$ cat config.mk
export PLATFORM = sky130hd
export DESIGN_NAME = ball_position_pid_servo
export DESIGN_NICKNAME = d
export VERILOG_FILES = /design/src/hdl/bpps_pkg.sv /design/src/hdl/ball_position_pid_servo.sv
export SDC_FILE = /design/constraint.sdc
export NUM_CORES = 1
export LEC_CHECK = 0
export ABC_AREA = 1
export BUFFER_PORTS_ARGS = -buffer_cell sky130_fd_sc_hd__buf_2
export CAP_MARGIN = 40
export CORE_MARGIN = 2
export CORE_UTILIZATION = 50
export CTS_BUF_LIST = sky130_fd_sc_hd__clkbuf_16
export CTS_CLUSTER_DIAMETER = 100
export DETAILED_ROUTE_END_ITERATION = 8
export HOLD_SLACK_MARGIN = 0.03
export PLACE_DENSITY = 0.68
export SYNTH_ARGS = -nofsm -noshare
export SYNTH_HDL_FRONTEND = slang
export SYNTH_SLANG_ARGS = --single-unit
export TNS_END_PERCENT = 5
$ cat constraint.sdc
create_clock -name clk_i -period 17.09 [get_ports clk_i]
set_clock_uncertainty 0.15 [all_clocks]
set_input_delay 0.8545 -clock clk_i [delete_from_list [all_inputs] [get_ports clk_i]]
set_output_delay 0.8545 -clock clk_i [all_outputs]
set_load 0.02 [all_outputs]
$ cat src/hdl/bpps_pkg.sv
// bpps_pkg: shared types and constants for the ball position servo
// no dependencies
`timescale 1ns / 1ps
package bpps_pkg;
  localparam int unsigned CfgIdxW = 3;
  localparam logic [CfgIdxW-1:0] REG_MODE   = 3'd0;
  localparam logic [CfgIdxW-1:0] REG_HOLD   = 3'd1;
  localparam logic [CfgIdxW-1:0] REG_GAIN_P = 3'd2;
  localparam logic [CfgIdxW-1:0] REG_GAIN_I = 3'd3;
  localparam logic [CfgIdxW-1:0] REG_GAIN_D = 3'd4;
  localparam logic [CfgIdxW-1:0] REG_SCALE  = 3'd5;
  localparam logic [CfgIdxW-1:0] REG_ILIM   = 3'd6;

  localparam logic [2:0] LINK_NORMAL = 3'd1;
  localparam logic [2:0] LINK_SHORT  = 3'd2;
  localparam logic [2:0] LINK_DIR    = 3'd3;

  localparam logic [2:0] PH_WAIT = 3'd0;
  localparam logic [2:0] PH_ZERO = 3'd1;
  localparam logic [2:0] PH_POS  = 3'd2;
  localparam logic [2:0] PH_NEG  = 3'd3;
  localparam logic [2:0] PH_HOLD = 3'd4;

  localparam logic [1:0] TRK_MEAS = 2'd0;
  localparam logic [1:0] TRK_HELD = 2'd1;
  localparam logic [1:0] TRK_NONE = 2'd2;

  localparam int CenterUs  = 1500;
  localparam int TgtPos    = 50;
  localparam int TgtNeg    = -44;
  localparam int EdgeMm    = 45;
  localparam int RampStep  = 3;
  localparam int TolMm     = 10;
  localparam int SafeDelta = (20 * 2000) / 180;

  // last member sits in the lowest bits
  typedef struct packed {
    logic [1:0]  track_status;
    logic [2:0]  sequence_phase;
    logic [10:0] position_error_mm;
    logic [8:0]  pulse_offset_us;
    logic [11:0] servo_pulse_us;
  } result_t;
endpackage

$ cat src/hdl/ball_position_pid_servo.sv
// ball_position_pid_servo: vision tracking, target sequencer and pid servo
// depends on bpps_pkg
`timescale 1ns / 1ps
//  channel | dir | handshake            | payload
//  s_axis  | in  | tvalid/tready        | tdata: ball_mm; tuser: link_state, side_negative
//  m_axis  | out | tvalid/tready        | tdata: pulse, offset, error, phase, status
//  cfg     | in  | cfg_valid_i/ready_o  | cfg_index_i, cfg_data_i
// a tick runs the input transfer, 30 multiply steps (three 10-step shift-add products),
// 26 restoring division steps, an output step and the result transfer, all on the
// single shared 34-bit add/subtract unit; the input is ready again once the result
// transfer has cleared the output valid
// reset sets all state to its defaults; an unread result or a pending register write holds off the input
module ball_position_pid_servo #(
  parameter int LOSS_HOLD_TICKS  = 60,
  parameter int START_HOLD_TICKS = 40,
  parameter int STABLE_TICKS     = 50,
  parameter int PHASE_MAX_TICKS  = 150,
  parameter int PULSE_MIN        = 500,
  parameter int PULSE_MAX        = 2500
) (
  input  logic        clk_i,
  input  logic        rst_ni,
  input  logic        s_axis_tvalid,
  output logic        s_axis_tready,
  input  logic [15:0] s_axis_tdata,  // [8:0] ball_mm
  input  logic [3:0]  s_axis_tuser,  // [2:0] link_state, [3] side_negative
  output logic        m_axis_tvalid,
  input  logic        m_axis_tready,
  // [11:0] pulse, [20:12] offset, [31:21] error, [34:32] phase, [36:35] status
  output logic [39:0] m_axis_tdata,
  input  logic        cfg_valid_i,
  output logic        cfg_ready_o,
  input  logic [2:0]  cfg_index_i,
  input  logic [14:0] cfg_data_i
);
  import bpps_pkg::*;

  localparam logic [2:0] S_IDLE = 3'd0;
  localparam logic [2:0] S_MUL  = 3'd1;
  localparam logic [2:0] S_DIV  = 3'd2;
  localparam logic [2:0] S_OUT  = 3'd3;
  localparam logic [2:0] S_SEND = 3'd4;

  // configuration
  logic        mode_q;
  logic [9:0]  hold_q, gp_q, gi_q, gd_q, scale_q;
  logic [14:0] ilim_q;

  // tracking and sequencer state
  logic [2:0]  phase_q, phase_d;
  logic signed [10:0] final_q, final_d, ramp_q, ramp_d, meas_q, meas_d, lgp_q, lgp_d;
  logic        lgv_q, lgv_d, mv_q, mv_d;
  logic [6:0]  loss_q, loss_d;
  logic [7:0]  pht_q, pht_d;
  logic [5:0]  stt_q, stt_d;
  logic signed [11:0] en_q, en_d, ep_q, ep_d;
  logic signed [16:0] es_q, es_d;
  logic [1:0]  trk_q, trk_d;

  // sequencer and shared adder datapath
  logic [2:0]  st_q;
  logic [4:0]  cnt_q;
  logic [1:0]  term_q;          // which product is being accumulated
  logic signed [33:0] acc_q;    // pid sum
  logic [16:0] mcand_q;         // magnitude of multiplicand
  logic        mneg_q;
  logic [9:0]  mplier_q;
  logic [33:0] rem_q, quo_q;
  logic        qneg_q;
  result_t     res_q;

  // register writes only between ticks, and they win over a new input
  assign s_axis_tready = (st_q == S_IDLE) && !m_axis_tvalid && !cfg_valid_i;
  assign cfg_ready_o   = (st_q == S_IDLE) && !m_axis_tvalid;
  assign m_axis_tdata  = {3'b0, res_q};

  wire in_fire = s_axis_tvalid && s_axis_tready;
  wire [2:0] link = s_axis_tuser[2:0];
  wire       neg  = s_axis_tuser[3];
  wire [8:0] ball_mm = s_axis_tdata[8:0];

  // front end: measurement, target sequencer and error, all combinational, registered when an input is accepted
  always_comb begin
    logic signed [10:0] mag, hold_ext;
    logic [11:0] emag;
    logic signed [17:0] sum;
    logic signed [16:0] lim;
    phase_d = phase_q; final_d = final_q; ramp_d = ramp_q; meas_d = meas_q;
    lgp_d = lgp_q; lgv_d = lgv_q; mv_d = mv_q; loss_d = loss_q;
    pht_d = pht_q; stt_d = stt_q; en_d = en_q; ep_d = ep_q; es_d = es_q;
    trk_d = trk_q;
    mag = '0; sum = '0; lim = '0;
    hold_ext = {hold_q[9], hold_q};
    if (link == LINK_NORMAL || link == LINK_SHORT || link == LINK_DIR) begin
      mag = (link == LINK_DIR) ? 11'(EdgeMm) : {2'b0, ball_mm};
      meas_d = neg ? -mag : mag;
      mv_d = 1'b1; lgv_d = 1'b1; lgp_d = meas_d; loss_d = '0; trk_d = TRK_MEAS;
    end else begin
      if (loss_q != 7'd127) loss_d = loss_q + 7'd1;
      if (lgv_q && int'(loss_d) <= LOSS_HOLD_TICKS) begin
        meas_d = lgp_q; mv_d = 1'b1; trk_d = TRK_HELD;
      end else begin
        mv_d = 1'b0; trk_d = TRK_NONE;
      end
    end
    emag = en_q[11] ? 12'(-en_q) : 12'(en_q);
    if (mode_q) begin
      if (phase_q == PH_WAIT) begin
        final_d = '0; ramp_d = '0; pht_d = '0; stt_d = '0;
        if (mv_d) begin
          phase_d = PH_ZERO; ramp_d = meas_d; es_d = '0; ep_d = '0;
        end
      end else if (!mv_d) begin
        final_d = '0; ramp_d = '0; phase_d = PH_ZERO; pht_d = '0; stt_d = '0;
      end else begin
        if (ramp_q < final_q) begin
          ramp_d = ramp_q + 11'sd3;
          if (ramp_d > final_q) ramp_d = final_q;
        end else if (ramp_q > final_q) begin
          ramp_d = ramp_q - 11'sd3;
          if (ramp_d < final_q) ramp_d = final_q;
        end
        if (pht_q != 8'd255) pht_d = pht_q + 8'd1;
        if (int'(emag) <= TolMm) begin
          if (stt_q != 6'd63) stt_d = stt_q + 6'd1;
        end else stt_d = '0;
        case (phase_q)
          PH_ZERO: begin
            final_d = '0;
            if (int'(pht_d) >= START_HOLD_TICKS) begin
              phase_d = PH_POS; final_d = 11'(TgtPos); ramp_d = meas_d;
              es_d = '0; ep_d = '0; pht_d = '0; stt_d = '0;
            end
          end
          PH_POS, PH_NEG: begin
            final_d = (phase_q == PH_POS) ? 11'(TgtPos) : 11'(TgtNeg);
            if (int'(stt_d) >= STABLE_TICKS || int'(pht_d) >= PHASE_MAX_TICKS) begin
              phase_d = phase_q + 3'd1; final_d = 11'(TgtNeg); ramp_d = meas_d;
              es_d = '0; ep_d = '0; pht_d = '0; stt_d = '0;
            end
          end
          PH_HOLD: final_d = 11'(TgtNeg);
          default: begin final_d = '0; ramp_d = '0; end
        endcase
      end
    end else begin
      phase_d = PH_HOLD; final_d = hold_ext; ramp_d = hold_ext;
    end
    if (!mv_d) begin
      en_d = '0; ep_d = '0; es_d = '0;
    end else begin
      en_d = 12'(ramp_d) - 12'(meas_d);
      sum = 18'(es_d) + 18'(en_d);
      lim = {2'b0, ilim_q};
      if (sum > 18'(lim)) es_d = lim;
      else if (sum < -18'(lim)) es_d = -lim;
      else es_d = 17'(sum);
    end
  end

  // one shared 34-bit adder: shift-add products, then restoring division
  // divisor steps that do not fit in 34 bits exceed any dividend and never subtract
  wire [9:0]  dvs = (scale_q == 10'd0) ? 10'd1 : scale_q;
  wire [34:0] dsh = {25'b0, dvs} << cnt_q;
  wire [33:0] addend = (st_q == S_MUL)
      ? (mneg_q ? ~({17'b0, mcand_q} << cnt_q) : ({17'b0, mcand_q} << cnt_q))
      : ~dsh[33:0];
  wire [33:0] base = (st_q == S_MUL) ? acc_q : rem_q;
  wire        cin  = (st_q == S_MUL) ? mneg_q : 1'b1;
  wire [34:0] alu  = {1'b0, base} + {1'b0, addend} + 35'(cin);
  wire        div_fit = alu[34] && !dsh[34];

  always_ff @(posedge clk_i or negedge rst_ni) begin
    logic signed [11:0] dterm;
    logic [16:0] opnd;
    logic signed [34:0] q;
    logic signed [12:0] dl;
    logic signed [13:0] pl;
    if (!rst_ni) begin
      mode_q <= 1'b1; hold_q <= '0; gp_q <= 10'd80; gi_q <= '0; gd_q <= 10'd200;
      scale_q <= 10'd100; ilim_q <= 15'd3000;
      phase_q <= PH_WAIT; final_q <= '0; ramp_q <= '0; meas_q <= '0; lgp_q <= '0;
      lgv_q <= 1'b0; mv_q <= 1'b0; loss_q <= '0; pht_q <= '0; stt_q <= '0;
      en_q <= '0; ep_q <= '0; es_q <= '0; trk_q <= TRK_MEAS;
      st_q <= S_IDLE; cnt_q <= '0; term_q <= '0; m_axis_tvalid <= 1'b0;
      acc_q <= '0; mcand_q <= '0; mneg_q <= 1'b0; mplier_q <= '0;
      rem_q <= '0; quo_q <= '0; qneg_q <= 1'b0; res_q <= '0;
    end else begin
      if (cfg_valid_i && cfg_ready_o) begin
        case (cfg_index_i)
          REG_MODE: begin
            mode_q <= cfg_data_i[0]; phase_q <= cfg_data_i[0] ? PH_WAIT : PH_HOLD;
            pht_q <= '0; stt_q <= '0;
          end
          REG_HOLD:   hold_q  <= cfg_data_i[9:0];
          REG_GAIN_P: gp_q    <= cfg_data_i[9:0];
          REG_GAIN_I: gi_q    <= cfg_data_i[9:0];
          REG_GAIN_D: gd_q    <= cfg_data_i[9:0];
          REG_SCALE:  scale_q <= cfg_data_i[9:0];
          REG_ILIM:   ilim_q  <= cfg_data_i;
          default: ;
        endcase
      end
      if (m_axis_tvalid && m_axis_tready) m_axis_tvalid <= 1'b0;
      case (st_q)
        S_IDLE: if (in_fire) begin
          phase_q <= phase_d; final_q <= final_d; ramp_q <= ramp_d; meas_q <= meas_d;
          lgp_q <= lgp_d; lgv_q <= lgv_d; mv_q <= mv_d; loss_q <= loss_d;
          pht_q <= pht_d; stt_q <= stt_d; en_q <= en_d; es_q <= es_d; trk_q <= trk_d;
          ep_q <= ep_d;
          acc_q <= '0; cnt_q <= '0; term_q <= 2'd0;
          mneg_q <= en_d[11];
          mcand_q <= en_d[11] ? 17'(-en_d) : 17'(en_d);
          mplier_q <= gp_q;
          st_q <= S_MUL;
        end
        S_MUL: begin
          if (mplier_q[0]) acc_q <= alu[33:0];
          if (cnt_q != 5'd9) begin
            mplier_q <= mplier_q >> 1;
            cnt_q <= cnt_q + 5'd1;
          end else begin
            term_q <= term_q + 2'd1;
            case (term_q)
              2'd0: begin
                cnt_q <= '0;
                mneg_q <= es_q[16]; opnd = es_q[16] ? 17'(-es_q) : 17'(es_q);
                mcand_q <= opnd; mplier_q <= gi_q;
              end
              2'd1: begin
                cnt_q <= '0;
                dterm = en_q - ep_q;
                mneg_q <= dterm[11]; opnd = dterm[11] ? 17'(-dterm) : 17'(dterm);
                mcand_q <= opnd; mplier_q <= gd_q;
              end
              default: begin
                // divide magnitude; acc holds final sum after this step
                st_q <= S_DIV; cnt_q <= 5'd25;
                qneg_q <= (mplier_q[0] ? alu[33] : acc_q[33]);
                rem_q <= (mplier_q[0] ? alu[33] : acc_q[33])
                         ? -(mplier_q[0] ? alu[33:0] : acc_q) : (mplier_q[0] ? alu[33:0] : acc_q);
                quo_q <= '0;
              end
            endcase
          end
        end
        S_DIV: begin
          quo_q <= {quo_q[32:0], div_fit};
          if (div_fit) rem_q <= alu[33:0];
          if (cnt_q == 5'd0) st_q <= S_OUT;
          else cnt_q <= cnt_q - 5'd1;
        end
        S_OUT: begin
          q = qneg_q ? -$signed({1'b0, quo_q}) : $signed({1'b0, quo_q});
          if (q > 35'sd222) dl = 13'sd222;
          else if (q < -35'sd222) dl = -13'sd222;
          else dl = 13'(q);
          if (!mv_q) dl = '0;
          pl = 14'(CenterUs) + 14'(dl);
          if (pl < 14'(PULSE_MIN)) pl = 14'(PULSE_MIN);
          if (pl > 14'(PULSE_MAX)) pl = 14'(PULSE_MAX);
          res_q.servo_pulse_us <= 12'(pl);
          res_q.pulse_offset_us <= 9'(dl);
          res_q.position_error_mm <= 11'(en_q);
          res_q.sequence_phase <= phase_q;
          res_q.track_status <= trk_q;
          if (mv_q) ep_q <= en_q;
          m_axis_tvalid <= 1'b1;
          st_q <= S_IDLE;
        end
        default: st_q <= S_IDLE;
      endcase
    end
  end
endmodule

# After elaboration in Yosys (flattened, before gate mapping)
# Cells that the tools add are included.
# word_totals
mem_count	0
out_inout_bits	43
word_cells	313
ramBits	0
latchBits	0
rom_bits	0
regBits	358
inputBits	43
# op_classes
reduce_logical	46
add_sub_neg	24
multipliers	0
n_eq_ne	39
muxes	146
div_mod_pow	0
order_cmp	15
n_bitwise	4
shift	2
# op_table
cell	n
2-to-1 mux 34 bit	11
2-to-1 mux 17 bit	14
case mux 34 bit (2 select lines)	3
2-to-1 mux 11 bit	18
2-to-1 mux 12 bit	10
2-to-1 mux 8 bit	13
case mux 17 bit (2 select lines)	3
2-to-1 mux 6 bit	15
NOT 34 bit	2
case mux 11 bit (3 select lines)	2
2-to-1 mux 13 bit	4
case mux 12 bit (2 select lines)	2
2-to-1 mux 3 bit	15
case mux 10 bit (2 select lines)	2
adder 34 x 34 -> 35 bit	1
adder 35 x 1 -> 35 bit	1
greater-than comparator 35 x 9 -> 1 bit, second input constant	1
< comparator 35 x 9 -> 1 bit, second input constant	1
2-to-1 mux 35 bit	1
negation 34 -> 35 bit	1
<< shifter 10 x 5 -> 35 bit	1
negation 12 -> 17 bit	2
negation 34 bit	1
<< shifter 17 x 5 -> 34 bit	1
other kinds (73)	151

# Longest topological paths before layout
# logic_depth
depth_word	24
ltp_mapped	61
mapped_depth_nobuf	59

# Worst setup path after synthesis
# OpenSTA, ideal clock, no wires.
# synth_path
kind	register to register
start	reg ramp_q[0]
end	reg es_q[1]
arrival_time_ps	7571
period_less_slack_ps	7839
path_stages_with_launch	56
setup_time_ps	118
required_time_ps	16822
path_slack_ps	9251
path_buffers	3
cell_sequence	dfrtp_1 > inv_1 > ha_1 > nor2_1 > nand2_1 > nor3_1 > nand3_1 > nor3_1 > xnor2_1 > inv_1 > ha_1 > nand2_1 > nor2_1 > nand3_1 > o2111ai_1 > xnor2_1 > nand2_1 > inv_1 > [20 not listed] > o21ai_1 > nand3_1 > nand2_1 > xor2_1 > inv_1 > ha_1 > a21oi_1 > o21ai_0 > a21oi_1 > o21ai_0 > o31ai_1 > nand3_1 > nand2_1 > buf_4 > buf_2 > nand3_1 > nand3_1 > nand2_1
# synth_between
elab_chain_len	16
word_cells_on_any_way	23
classes_between	add/sub (4); order compare (6); mux (13)
# synth_rtl
element	line_no	rtl
start, declared	ball_position_pid_servo.sv:51	logic signed [10:0] final_q, final_d, ramp_q, ramp_d, meas_q, meas_d, lgp_q, lgp_d;
start signal, assigned	ball_position_pid_servo.sv:207	phase_q <= phase_d; final_q <= final_d; ramp_q <= ramp_d; meas_q <= meas_d;
subtractor 11 x 3 -> 11 bit	ball_position_pid_servo.sv:120	ramp_d = ramp_q - 11'sd3;
< comparator 11 bit	ball_position_pid_servo.sv:121	if (ramp_d < final_q) ramp_d = final_q;
2-to-1 mux 11 bit	ball_position_pid_servo.sv:121	
2-to-1 mux 11 bit	ball_position_pid_servo.sv:119	end else if (ramp_q > final_q) begin
2-to-1 mux 11 bit *	ball_position_pid_servo.sv:116	if (ramp_q < final_q) begin
2-to-1 mux 11 bit (on tied branches)	ball_position_pid_servo.sv:137, ball_position_pid_servo.sv:130	
case mux 11 bit (3 select lines) *	ball_position_pid_servo.sv:127	case (phase_q)
2-to-1 mux 11 bit *	ball_position_pid_servo.sv:113	end else if (!mv_d) begin
2-to-1 mux 11 bit *	ball_position_pid_servo.sv:108	if (phase_q == PH_WAIT) begin
2-to-1 mux 11 bit *	ball_position_pid_servo.sv:107	if (mode_q) begin
net ramp_d[2]	ball_position_pid_servo.sv:51	
subtractor 11 x 11 -> 12 bit *	ball_position_pid_servo.sv:152	en_d = 12'(ramp_d) - 12'(meas_d);
adder 17 x 12 -> 18 bit *	ball_position_pid_servo.sv:153	sum = 18'(es_d) + 18'(en_d);
< comparator 18 bit	ball_position_pid_servo.sv:156	else if (sum < -18'(lim)) es_d = -lim;
2-to-1 mux 17 bit	ball_position_pid_servo.sv:156	
2-to-1 mux 17 bit *	ball_position_pid_servo.sv:155	if (sum > 18'(lim)) es_d = lim;
2-to-1 mux 17 bit *	ball_position_pid_servo.sv:149	if (!mv_d) begin
end signal, assigned	ball_position_pid_servo.sv:209	pht_q <= pht_d; stt_q <= stt_d; en_q <= en_d; es_q <= es_d; trk_q <= trk_d;
end, declared	ball_position_pid_servo.sv:57	logic signed [16:0] es_q, es_d;
# Mark *: on every way through the listed nets, which the timed path passes. The rest lies on a longest branch.
# A chain may end at the register's enable or synchronous reset.

# Final worst setup path
# layout_path
start	reg ramp_q[0]
end	reg es_q[15]
# Same word-level chain as after synthesis.

==> impl_summary.md <==
Floorplanning
In this run the horizontal extent of the chip is 249.4 um. From bottom edge to top edge, the die measures 249.4 um. The top-level port count is 86. The number of placement rows is 89.

The core footprint is 59240 um2. The area enclosed by the die boundary is 62200 um2. The starting density of the core is 50.82%.

Clocking
After clock tree synthesis, the setup repair step added 0 buffers. The number of gates resized after CTS was 0. The CTS tree is yes. The CTS sink count is 356. The clock reaches the later pin of the worst-skew pair after 0.60 ns. The quantity of hold-fixing buffers added after cts is 0.

Clock-pin slew was measured on the worst setup and hold paths at 0.06 ns. The total CTS buffers is 46. The number of H-tree branching levels is 2. The CTS root buffer is sky130_fd_sc_hd__clkbuf_16. The clock passes through at most 3 buffers.

Route
The number of nets with antenna violations after detailed routing is 0. The number of DRC violations after detailed-routing iteration 0 is 2872. The mean routed wirelength per cell is 17.23 um. The first detailed-routing pass took 6 iterations. The average vias per placed instance is 5.613.

For this block, the routed nets add up to 92610 um of wire. The routed layout has 30169 vias. The post-detailed-route DRC marker count is 0.

Timing
The max-slew violation count came to 0. The remaining max-slew budget at the tightest pin is 40.03%. Setup repair after global routing left no endpoint under its margin. Based on the critical path, the design can be clocked at up to 0.1006 GHz.

In the post-route analysis, the smallest setup slack over all paths is 7.145 ns. After routing, the total negative slack on setup checks comes to 0 ns. The hold slack is 0.08538 ns. At the pin with the least slew margin, the transition time is 0.8986 ns. Setup violations remaining at the end of the flow were counted as 0. The number of hold-slack violations in the final timing report is 0.

The routed design could run at a clock period as short as 9.945 ns. The share of the clock period used by the worst path is 58.19%.

Critical path
Among the stages of the critical path, the cell type that occurs most often is sky130_fd_sc_hd__nand2_1. The arrival time reported for the critical path endpoint is 10.29 ns. The slowest cell on the critical path is sky130_fd_sc_hd__nand2_1. The worst endpoint required time is 17.43 ns. STA classifies the critical path endpoint as a flip-flop. STA classifies the critical path startpoint as a flip-flop. In this run the worst path has a maximum fanout of 20. The type of the worst setup path is flip-flop to flip-flop. For this run, the slowest stage of the critical path takes 0.50 ns.

Finish
The layout filler cell count is 5972. Cells with a size suffix above 1 make up 6.953% of the layout. 0 antenna diodes ended up in the layout. At the end of the flow the core is filled with cells to 55.15%. The count of nets after finishing is 4780. Compared with the post-synthesis result, the final layout area differs by 8.511%.

GRT
The overall global routing resource usage is 29.40%. The first global-routing pass estimated 149600 um of wire. The remaining global-route overflow is 0. The pin count of the biggest net entering global routing is 142. The initial antenna violation count was 0. The number of global-route vias before repair came to 27887.

Synthesis
The average instance in the mapped netlist occupies 6.574 um2. The unique cell type count in the Yosys netlist is 69. The synthesis-stage register bit count is 356. The synthesized design contains 0 enable-type register cells. The total number of yosys warnings is 0. The share of async-settable or async-resettable flops after synthesis is 100.0%. The mapped netlist covers 30110 um2.

Synthesis produced a netlist whose cell count is 4580. After synthesis, flip-flops and latches occupy 29.65% of the total area. For this run, the leading register cell type out of synthesis is sky130_fd_sc_hd__dfrtp_1.

Placement
At the placement stage, the worst setup path has a slack of 7.379 ns. The HPWL after detailed placement is 69500 um. The quantity of I/O buffers inserted on ports is 75. Routability-driven placement finished with a final weighted congestion of 1.001.

Worst hold path
The type of the most critical hold path is input pin to async pin.

Job
Max-cap violations in this run came to 0.

Outcome
The run finished with clean final reports.
==> cells by family after synthesis <==
group | after synthesis | share of synthesized area, %
muxes | 14 | 0.4696
DFF | 356 | 29.65
AOI/OAI and AO/OA | 1059 | 19.73
adders and majority gates | 172 | 7.272
buffers and inverters | 818 | 10.65
other | 1 | 0.01245
xor gates and xnor gates | 120 | 3.491
and+or+nand+nor | 2040 | 28.72
==> worst max-delay path: cells and delay by family, from the launching register on <==
| family | cells | cell delay, ns |
|---|---|---|
| AO/OA/AOI/OAI | 9 | 1.77 |
| AND/OR/NAND/NOR | 27 | 3.62 |
| adder cells (fa/ha/maj) | 5 | 1.64 |
| XOR/XNOR | 4 | 0.95 |
| buffers and inverters | 7 | 1.25 |
| flip-flops | 1 | 0.48 |
==> Yosys cell counts (63+ instances only) <==
| cell | n | area share (%) |
|---|---|---|
| sky130_fd_sc_hd__o22ai_1 | 108 | 2.2 |
| sky130_fd_sc_hd__o21ai_1 | 63 | 1.0 |
| sky130_fd_sc_hd__nand3_1 | 288 | 4.8 |
| sky130_fd_sc_hd__ha_1 | 167 | 6.9 |
| sky130_fd_sc_hd__dfrtp_1 | 340 | 28 |
| sky130_fd_sc_hd__nor2_1 | 402 | 5.0 |
| sky130_fd_sc_hd__o21ai_0 | 439 | 7.3 |
| sky130_fd_sc_hd__xor2_1 | 100 | 2.9 |
| sky130_fd_sc_hd__clkbuf_1 | 117 | 1.5 |
| sky130_fd_sc_hd__a21oi_1 | 252 | 4.2 |
| sky130_fd_sc_hd__inv_1 | 611 | 7.6 |
| sky130_fd_sc_hd__nand2_1 | 1140 | 14 |
==> final cells by class <==
type / instances / area [um2] / share of cell area (%)
Clock buffer: 47 / 1176 / 3.600
Clock inverter: 38 / 417.9 / 1.279
Inverter: 637 / 2396 / 7.334
Multi-Input combinational cell: 3410 / 18020 / 55.15
Sequential cell: 356 / 8929 / 27.33
Tap cell: 773 / 967.2 / 2.960
Timing Repair Buffer: 114 / 765.7 / 2.344
==> final timing paths <==
check,startpoint,to,slack (ns),depth (start not counted)
max,ramp_q[0],es_q[15],7.15,52
min,rst_ni,m_axis_tdata[10],0.09,1
max reg2reg,ramp_q[0],es_q[15],7.15,52
min reg2reg,lgv_q,lgv_q,0.31,2
max in group asynchronous,rst_ni,gp_q[6],15.46,3
min in group clk_i,lgv_q,lgv_q,0.31,2
==> per-stage QoR <==
step | area (um2) | cells
detailed placement | 31070 | 5289
finish | 32670 | 5375
floorplan | 30120 | 4584
CTS | 32660 | 5374
global route | 32670 | 5375
global placement | 30940 | 5282
==> placed cells by master (no fill, tap or decap), types with 9 or more instances in the layout <==
master,count
sky130_fd_sc_hd__nor2_4,10
sky130_fd_sc_hd__buf_2,74
sky130_fd_sc_hd__nand2_1,1139
sky130_fd_sc_hd__nand3_1,288
sky130_fd_sc_hd__inv_2,15
sky130_fd_sc_hd__clkbuf_16,47
sky130_fd_sc_hd__a21o_1,10
sky130_fd_sc_hd__nor3_2,11
sky130_fd_sc_hd__nor2_2,15
sky130_fd_sc_hd__o221ai_1,15
sky130_fd_sc_hd__clkinv_1,18
sky130_fd_sc_hd__ha_1,166
sky130_fd_sc_hd__o21ai_2,10
sky130_fd_sc_hd__inv_1,618
sky130_fd_sc_hd__dfrtp_1,340
sky130_fd_sc_hd__o21ai_1,64
sky130_fd_sc_hd__xnor2_1,20
sky130_fd_sc_hd__a21oi_1,252
sky130_fd_sc_hd__o21ai_0,438
sky130_fd_sc_hd__nand3b_1,9
sky130_fd_sc_hd__xor2_1,100
sky130_fd_sc_hd__buf_4,33
sky130_fd_sc_hd__dfstp_2,16
sky130_fd_sc_hd__o21a_1,13
sky130_fd_sc_hd__a22oi_1,28
sky130_fd_sc_hd__nor2_1,401
sky130_fd_sc_hd__nand2_2,24
sky130_fd_sc_hd__nand4_1,57
sky130_fd_sc_hd__o211ai_1,27
sky130_fd_sc_hd__o22ai_1,108
sky130_fd_sc_hd__a31oi_1,48
sky130_fd_sc_hd__mux2i_1,13
sky130_fd_sc_hd__or2_2,13
sky130_fd_sc_hd__bufinv_16,9
sky130_fd_sc_hd__nor3_1,40
==> flip-flops by register name, indices dropped and copies added (netlist names), 3 cells and up <==
| name | cells |
|---|---|
| cnt_q | 5 |
| gi_q | 10 |
| en_q | 12 |
| phase_q | 3 |
| lgp_q | 11 |
| mcand_q | 17 |
| hold_q | 10 |
| loss_q | 7 |
| ilim_q | 15 |
| es_q | 17 |
| stt_q | 6 |
| ep_q | 12 |
| meas_q | 11 |
| m_axis_tdata | 37 |
| gd_q | 10 |
| final_q | 10 |
| gp_q | 10 |
| quo_q | 34 |
| ramp_q | 11 |
| acc_q | 34 |
| rem_q | 34 |
| mplier_q | 10 |
| pht_q | 8 |
| scale_q | 10 |
==> per-layer routing <==
metal / vias to the layer above / part of all wire, % / routed length (um) / GRT usage [%]
met5: - / 0 / 0 / 0
met4: 0 / 2.7 / 2509 / 8.675
met3: 142 / 6.1 / 5626 / 2.910
met2: 875 / 45 / 41760 / 47.13
met1: 14069 / 46 / 42720 / 42.02
li1: 15083 / - / - / -
Power is left out: the tool's default activity adds up to more than one toggle a clock period on the data nets, which glitch-free logic cannot reach.
